--- config.mk ---
export PLATFORM = sky130hd
export DESIGN_NAME = cic_ctrl
export DESIGN_NICKNAME = d
export VERILOG_FILES = /design/src/hdl/cic_pkg.sv /design/src/hdl/cic_ctrl.sv
export SDC_FILE = /design/constraint.sdc
export NUM_CORES = 1
export LEC_CHECK = 0
export BUFFER_PORTS_ARGS = -buffer_cell sky130_fd_sc_hd__buf_2
export CORE_ASPECT_RATIO = 1.1
export CORE_MARGIN = 4
export CORE_UTILIZATION = 25
export CTS_BUF_LIST = sky130_fd_sc_hd__clkbuf_2
export DETAILED_ROUTE_END_ITERATION = 8
export PLACE_DENSITY = 0.52
export SYNTH_ARGS = -nofsm -noshare
export SYNTH_HDL_FRONTEND = slang
export SYNTH_SLANG_ARGS = --single-unit
--- constraint.sdc ---
create_clock -name clk -period 6.7 [get_ports clk]
set_clock_uncertainty 0.15 [all_clocks]
set_input_delay 1.34 -clock clk [delete_from_list [all_inputs] [get_ports clk]]
set_output_delay 1.34 -clock clk [all_outputs]
set_load 0.05 [all_outputs]
--- src/hdl/cic_pkg.sv ---
// shared types, constants and helpers for the concurrent interval counter
package cic_pkg;

  localparam int SLOT_W       = 17;
  localparam int OFFSET_W     = 17;
  localparam int COUNT_W      = 11;
  localparam int COUNT_MAX    = 2047;
  localparam int SEC_PER_HOUR = 3600;
  localparam int SEC_PER_MIN  = 60;

  typedef enum logic [1:0] {
    CMD_ADD   = 2'd0,
    CMD_READ  = 2'd1,
    CMD_CLEAR = 2'd2
  } cmd_e_t;

  typedef struct packed {
    logic [1:0] command;
    logic [4:0] start_hour;
    logic [5:0] start_minute;
    logic [5:0] start_second;
    logic [4:0] end_hour;
    logic [5:0] end_minute;
    logic [5:0] end_second;
  } in_item_t;

  typedef struct packed {
    logic [OFFSET_W-1:0] time_offset;
    logic [COUNT_W-1:0]  task_count;
    logic                negative_error;
    logic                point_valid;
    logic                last_point;
    logic                add_rejected;
  } out_item_t;

  // commands from controller to datapath
  typedef struct packed {
    logic in_take;
    logic sweep_start;
    logic sweep_step;
    logic add_issue_s;
    logic add_write_s;
    logic add_issue_e;
    logic add_write_e;
    logic set_reject;
    logic scan_start;
    logic scan_step;
    logic take_cur;
    logic finish_nxt;
    logic exhaust;
    logic res_zero;
    logic out_load;
  } ctl_t;

  // status from datapath to controller
  typedef struct packed {
    logic add_ok;
    logic readout_done;
    logic scan_hit;
    logic scan_end;
    logic sweep_last;
    logic out_free;
  } sts_t;

  function automatic logic [SLOT_W-1:0] clock_to_slot(logic [4:0] h, logic [5:0] m,
                                                      logic [5:0] s);
    return SLOT_W'(h) * SLOT_W'(SEC_PER_HOUR) + SLOT_W'(m) * SLOT_W'(SEC_PER_MIN) + SLOT_W'(s);
  endfunction

endpackage

--- src/hdl/cic_ctrl.sv ---
// controller state machine: sequences add, read-scan, clear sweep and result hand-off
module cic_ctrl (
  input  logic          clk,
  input  logic          rst,
  input  logic          item_valid,
  input  logic [1:0]    item_command,
  output logic          item_ready,
  input  cic_pkg::sts_t sts,
  output cic_pkg::ctl_t ctl
);
  import cic_pkg::*;

  typedef enum logic [9:0] {
    ST_SWEEP     = 10'b00_0000_0001,
    ST_IDLE      = 10'b00_0000_0010,
    ST_ADD_RS    = 10'b00_0000_0100,
    ST_ADD_WS    = 10'b00_0000_1000,
    ST_ADD_RE    = 10'b00_0001_0000,
    ST_ADD_WE    = 10'b00_0010_0000,
    ST_SCAN_CUR  = 10'b00_0100_0000,
    ST_SCAN_NXT  = 10'b00_1000_0000,
    ST_CLR_SWEEP = 10'b01_0000_0000,
    ST_EMIT      = 10'b10_0000_0000
  } state_t;

  state_t state, state_next;

  always_ff @(posedge clk) begin
    if (rst) begin
      state <= ST_SWEEP;
    end else begin
      state <= state_next;
    end
  end

  assign item_ready = (state == ST_IDLE);

  always_comb begin
    state_next = state;
    ctl        = '0;
    unique case (state)
      ST_SWEEP: begin
        ctl.sweep_step = 1'b1;
        if (sts.sweep_last) state_next = ST_IDLE;
      end
      ST_IDLE: begin
        if (item_valid) begin
          ctl.in_take = 1'b1;
          unique case (item_command)
            CMD_ADD: begin
              state_next = ST_ADD_RS;
            end
            CMD_READ: begin
              if (sts.readout_done) begin
                ctl.res_zero = 1'b1;
                state_next   = ST_EMIT;
              end else begin
                ctl.scan_start = 1'b1;
                state_next     = ST_SCAN_CUR;
              end
            end
            CMD_CLEAR: begin
              ctl.sweep_start = 1'b1;
              ctl.res_zero    = 1'b1;
              state_next      = ST_CLR_SWEEP;
            end
            default: begin
              ctl.res_zero = 1'b1;
              state_next   = ST_EMIT;
            end
          endcase
        end
      end
      ST_ADD_RS: begin
        if (sts.add_ok) begin
          ctl.add_issue_s = 1'b1;
          state_next      = ST_ADD_WS;
        end else begin
          ctl.set_reject = 1'b1;
          state_next     = ST_EMIT;
        end
      end
      ST_ADD_WS: begin
        ctl.add_write_s = 1'b1;
        state_next      = ST_ADD_RE;
      end
      ST_ADD_RE: begin
        ctl.add_issue_e = 1'b1;
        state_next      = ST_ADD_WE;
      end
      ST_ADD_WE: begin
        ctl.add_write_e = 1'b1;
        ctl.res_zero    = 1'b1;
        state_next      = ST_EMIT;
      end
      ST_SCAN_CUR: begin
        priority if (sts.scan_hit) begin
          ctl.take_cur = 1'b1;
          state_next   = ST_SCAN_NXT;
        end else if (sts.scan_end) begin
          ctl.exhaust = 1'b1;
          state_next  = ST_EMIT;
        end else begin
          ctl.scan_step = 1'b1;
        end
      end
      ST_SCAN_NXT: begin
        if (sts.scan_hit || sts.scan_end) begin
          ctl.finish_nxt = 1'b1;
          state_next     = ST_EMIT;
        end else begin
          ctl.scan_step = 1'b1;
        end
      end
      ST_CLR_SWEEP: begin
        ctl.sweep_step = 1'b1;
        if (sts.sweep_last) state_next = ST_EMIT;
      end
      ST_EMIT: begin
        if (sts.out_free) begin
          ctl.out_load = 1'b1;
          state_next   = ST_IDLE;
        end
      end
      default: begin
        state_next = ST_SWEEP;
      end
    endcase
  end
endmodule

==> results of run 1 <==
## per-stage QoR
step                      setup WS (ns)  area (µm²)  instances  utilization [%]  hold slack, ns
final                              2.55         952        166             31.2           0.405
after global routing               2.57         952        166             31.2           0.477
after CTS                          2.63         952        166             31.2           0.419
after detailed placement           2.63         933        162             30.6           0.408
after global placement             2.63         933        162             30.6           0.386
after floorplan                    1.97         793        109                -           0.357
## cell usage after synthesis (4+ instances only)
| master | n |
|---|---|
| nor2_1 | 14 |
| dfxtp_1 | 10 |
| inv_1 | 8 |
| nand2_1 | 7 |
| nor4_1 | 6 |
| a21oi_1 | 5 |
| nand3_1 | 4 |
| nor3_1 | 4 |
| xnor2_1 | 4 |
## layout by cell type, fill, tap and decap left out, types with 2 or more instances in the layout
master,n
a21oi_1,5
and4_1,2
buf_2,26
clkbuf_2,3
dfxtp_1,10
inv_1,8
nand2_1,7
nand2b_1,3
nand3_1,4
nand4b_1,2
nor2_1,14
nor2b_1,2
nor3_1,4
nor4_1,6
o21ai_0,3
o21bai_1,2
or2_2,2
or3_1,3
or4_1,2
or4_4,2
xnor2_1,4
## layout make-up
| class | instances | area share (%) |
|---|---|---|
| multi-input cells | 84 | 55.7 |
| repair buffers | 26 | 13.7 |
| clock inverters | 1 | 0.394 |
| flip-flops and latches | 10 | 21.0 |
| inverters | 8 | 3.15 |
| clock buffers | 3 | 1.58 |
| well taps | 34 | 4.47 |
## logic make-up after synthesis
group	after synthesis	synth area share, %
AO/OA/AOI/OAI	19	17.2
XOR/XNOR	5	5.52
buffers and inverters	15	7.89
flip-flops	10	25.2
AND/OR/NAND/NOR	60	44.2
## metal layers
layer  GRT usage (%)  vias up  routed length [µm]
met2            20.5       18                1150
met5               0        -                   0
met1            14.0      416                 969
met4            6.37        0                  70
li1                -      441                   -
met3            4.26        6                 109
## critical path, stage by stage
cell	delay (ns)
buf_2	0.11
or2_2	0.29
nor4bb_1	0.54
buf_2	0.37
## power groups by stage
stage	Clock (mW)	Combinational, mW	Sequential (mW)
finish	0.0378	0.139	0.0809
CTS	0.0377	0.140	0.0805
global placement	0	0.137	0.0822
detailed placement	0	0.139	0.0819
global route	0.0409	0.152	0.0830
floorplan	0	0.119	0.0719
## path summary, 6_finish.rpt
kind	cells past startpoint	slack [ns]	from	to
max reg2reg	5	4.01	state[8]$_SDFFE_PP0P_	state[2]$_SDFFE_PP0P_
max	4	2.55	sts[3]	ctl[5]
min reg2reg	2	0.41	state[4]$_SDFFE_PP0P_	state[5]$_SDFFE_PP0P_
min	2	0.41	state[4]$_SDFFE_PP0P_	state[5]$_SDFFE_PP0P_
==> results.json, run 1 <==
{
  "grt-ovfl-total": 0,
  "sequentialPowerShare_pct": 31.4,
  "clkPwrFrac_pct": 14.6,
  "multi_input_area_um2": 531,
  "post-route-period-util_pct": 61.9,
  "clk_latency_ns": 0.28,
  "switching_share_pct": 48.3,
  "largest_reg_flops": 10,
  "p_sw_uw": 125,
  "yosysWarnings": 0,
  "finalPower_uw": 258,
  "yosys-top-cells-area": "dfxtp_1, nor2_1, nor4_1",
  "netlist_area_um2": 793,
  "cts_root_buffer": "clkbuf_2",
  "yosysSeqAreaShare_pct": 25.2,
  "end_kind": "output port",
  "synth-edff-count": 0,
  "tns_ns": 0,
  "clock-sinks": 10,
  "drive_gt1_share_pct": 26.5,
  "dieArea_um2": 4140,
  "critPathLaunchType": "input pin",
  "slew_headroom_pct": 44.9,
  "wirelength_um": 2300,
  "cts_hold_buffers": 0,
  "vias": 881,
  "grt_max_degree": 11,
  "syn-instance-count": 109,
  "core_area_um2": 3050,
  "cts_resized": 0,
  "crit_fanout": 3,
  "peakVddDrop_mv": 0.124,
  "setup_viol_count_final": 0,
  "seq_area_um2": 200,
  "synth_top_area_cell": "dfxtp_1",
  "grt_pass1_vias": 864,
  "synthArstFlopShare_pct": 0,
  "ys_seq_elements": 10,
  "ios": 27,
  "viasPerCell": 5.31,
  "hold_class": "reg2reg",
  "syn_to_final_growth_pct": 20.0,
  "fmax_mhz": 241,
  "hpwl_um": 1780,
  "synth_cell_type_count": 40,
  "status": "finished clean",
  "hold_viol": 0,
  "initial_core_util_pct": 26.0,
  "clk_path_buf_depth": 2,
  "drt_iter0_markers": 25,
  "slew_viol_final": 0,
  "p_int_uw": 133,
  "row_count": 21,
  "nFillCells": 345,
  "cts_buffers": 3,
  "yosys.area.top_type_share_pct": 25.2,
  "io_buffer_count": 26,
  "place_congestion": 0.885,
  "cts_tree": "built",
  "required_ns": 5.21,
  "detail-route-antenna-nets": 0,
  "ys.flop_type": "dfxtp_1",
  "crit_type": "in2out",
  "synth_nets": 120,
  "antenna_found_initial": 0,
  "diodes": 0,
  "rsz0062_at_grt": "false",
  "grt_first_pass_wirelength_um": 3820,
  "die_w_um": 61.7,
  "finalNetCount": 144,
  "worstPathArrival_ns": 2.66,
  "top_register": "state",
  "power_frac_comb_pct": 54.0,
  "detail_route.wl_per_cell_um": 13.8,
  "reg.largest.list": "state: 10 flops",
  "post_cts_buffers": 0,
  "p_leak_nw": 0.428,
  "max-cap-violations": 0,
  "die_h_um": 67.1,
  "grt.total_usage_pct": 12.5,
  "drt_pre_antenna_iters": 4,
  "synth.avg_cell_area_um2": 7.28,
  "fin_crit_ns": 4.15,
  "htreeDepth": 1,
  "p_per_area_nw_per_um2": 271,
  "worst_pin_slew_ns": 0.819,
  "path_clk_slew_ns": 0.13,
  "drc": 0
}
(Power assumes the default switching activity.)
==> inputs of run 2 (changes only) <==
==> constraint.sdc (replaced) <==
create_clock -name clk -period 3.9 [get_ports clk]
set_clock_uncertainty 0.15 [all_clocks]
set_input_delay 0.78 -clock clk [delete_from_list [all_inputs] [get_ports clk]]
set_output_delay 0.78 -clock clk [all_outputs]
set_load 0.05 [all_outputs]
==> run 2 against run 1 <==
  * Worst hold slack gained 0.018 ns
  * Core utilization is the same
  * Wire length grew 0.44%
  * Register-to-register slack lost 2.7 ns
  * Sequential power grew 72%
  * Design area is the same
  * Critical path depth grew 1
  * Clock power grew 76%
  * Total power grew 72%
  * Via count grew 0.23%
  * First-iteration DRC count grew 12%
==> results.json, run 2 (same netlist as run 1, synthesis figures left out) <==
{
  "setup_viol_count_final": 0,
  "crit_type": "reg2out",
  "drt_iter0_markers": 28,
  "reg2reg_slack_ns": 1.31,
  "fin_crit_ns": 3.33,
  "ios": 27,
  "path_cells": "nor4_1, nand2_1, or3_1, nor2_1, buf_2",
  "drc": 0,
  "grt_pass1_vias": 817,
  "required_ns": 2.97,
  "grt_first_pass_wirelength_um": 3660,
  "p_per_area_nw_per_um2": 466,
  "fin_area_um2": 952,
  "post-route-period-util_pct": 85.4,
  "slew_headroom_pct": 49.9,
  "cts_resized": 0,
  "clk_path_buf_depth": 2,
  "end_kind": "output port",
  "detail_route.wl_per_cell_um": 13.9,
  "placed_cell_area_um2": 933,
  "antenna_found_initial": 0,
  "hpwl_um": 1790,
  "status": "finished clean",
  "post_cts_buffers": 0,
  "path_clk_slew_ns": 0.12,
  "io_buffer_count": 26,
  "crit_fanout": 9,
  "rr_worst_depth": 5,
  "clk_latency_ns": 0.28,
  "dieArea_um2": 4140,
  "cts_tree": "built",
  "syn_to_final_growth_pct": 20.0,
  "grt-ovfl-total": 0,
  "core_area_um2": 3050,
  "finalNetCount": 144,
  "detail-route-antenna-nets": 0,
  "cts_buffers": 3,
  "fmax_mhz": 300,
  "grt.total_usage_pct": 12.1,
  "min_from": "state[4]$_SDFFE_PP0P_",
  "slew_viol_final": 0,
  "initial_core_util_pct": 26.0,
  "holdPathEnd": "state[5]$_SDFFE_PP0P_",
  "crit_slowest_cell": "nor4_1",
  "worst_pin_slew_ns": 0.744,
  "htreeDepth": 1,
  "die_h_um": 67.1,
  "r2r-end": "state[9]$_SDFFE_PP0P_",
  "final_cell_mix": "buf_2, nor2_1, dfxtp_1",
  "worstPathArrival_ns": 2.40,
  "cts_hold_buffers": 0,
  "nFillCells": 340,
  "critPathLaunchType": "flop",
  "drt_pre_antenna_iters": 4,
  "path_buf_inv": 1,
  "p_leak_nw": 0.428,
  "top_register": "state",
  "die_w_um": 61.7,
  "r2r_start": "state[8]$_SDFFE_PP0P_",
  "rsz0062_at_grt": "false",
  "max-cap-violations": 0,
  "vias": 883,
  "clock-sinks": 10,
  "critPathTopFamily": "simple AND/OR/NAND/NOR gates",
  "diodes": 0,
  "peakVddDrop_mv": 0.182,
  "grt_max_degree": 11,
  "largest_reg_flops": 10,
  "hold_viol": 0,
  "wirelength_um": 2310,
  "place_congestion": 0.856,
  "reg.largest.list": "state: 10 flops",
  "final_common_cell": "buf_2",
  "max_stage_delay_ns": 0.70,
  "row_count": 21,
  "hold_class": "reg2reg",
  "viasPerCell": 5.32,
  "min_path_cells": 2,
  "drive_gt1_share_pct": 26.5,
  "tns_ns": 0,
  "cts_root_buffer": "clkbuf_2"
}
-- run 2: cell counts in the layout (fill, tap and decap cells not counted) --
No cell type changed its count.
-- run 2: where the power goes --
part	internal, mW	switching, mW	leakage (nW)	total (mW)
sequential	0.113	0.0257	0.0811	0.139
clock	0.0223	0.0443	0.0140	0.0666
combinational	0.0931	0.145	0.333	0.238
total	0.229	0.215	0.428	0.443
-- run 2: stage by stage --
step	instances	hold WS, ns	power, mW	utilization [%]	worst slack (ns)
4_1_cts	166	0.425	0.447	31.2	0.560
5_1_grt	166	0.465	0.476	31.2	0.403
3_5_place_dp	162	0.404	0.380	30.6	0.888
2_1_floorplan	109	0.357	0.328	-	0.138
3_3_place_gp	162	0.387	0.377	30.6	0.915
6_report	166	0.423	0.443	31.2	0.570
-- run 2: how the worst max path moves through the flow --
stage	end	slack (ns)	depth (start not counted)	startpoint
3_3_place_gp	ctl[2]	0.92	5	state[8]$_SDFFE_PP0P_
5_1_grt	ctl[2]	0.40	5	state[8]$_SDFFE_PP0P_
6_report	ctl[2]	0.57	5	state[8]$_SDFFE_PP0P_
3_5_place_dp	ctl[2]	0.89	5	state[8]$_SDFFE_PP0P_
4_1_cts	ctl[2]	0.56	5	state[8]$_SDFFE_PP0P_
2_1_floorplan	ctl[3]	0.14	4	state[8]$_SDFFE_PP0P_
-- run 2: worst register-to-register path: cells and delay by family, from the launching register on --
family | cells | cell delay [ns]
compound gates | 3 | 0.71
simple gates | 2 | 1.22
flops | 1 | 0.42
-- run 2: layer usage --
metal | GRT usage [%] | vias to the layer above | routed length, µm
li1 | - | 440 | -
met1 | 15.0 | 411 | 987
met2 | 18.3 | 23 | 1120
met3 | 2.33 | 9 | 111
met4 | 8.22 | 0 | 85
met5 | 0 | - | 0
-- run 2: final cells by class --
cell class	count	area [µm²]	area share (%)
flip-flops and latches	10	200	21.0
well taps	34	42.5	4.47
clock buffers	3	15.0	1.58
repair buffers	26	130	13.7
inverters	8	30.0	3.15
multi-input cells	84	531	55.7
clock inverters	1	3.75	0.394
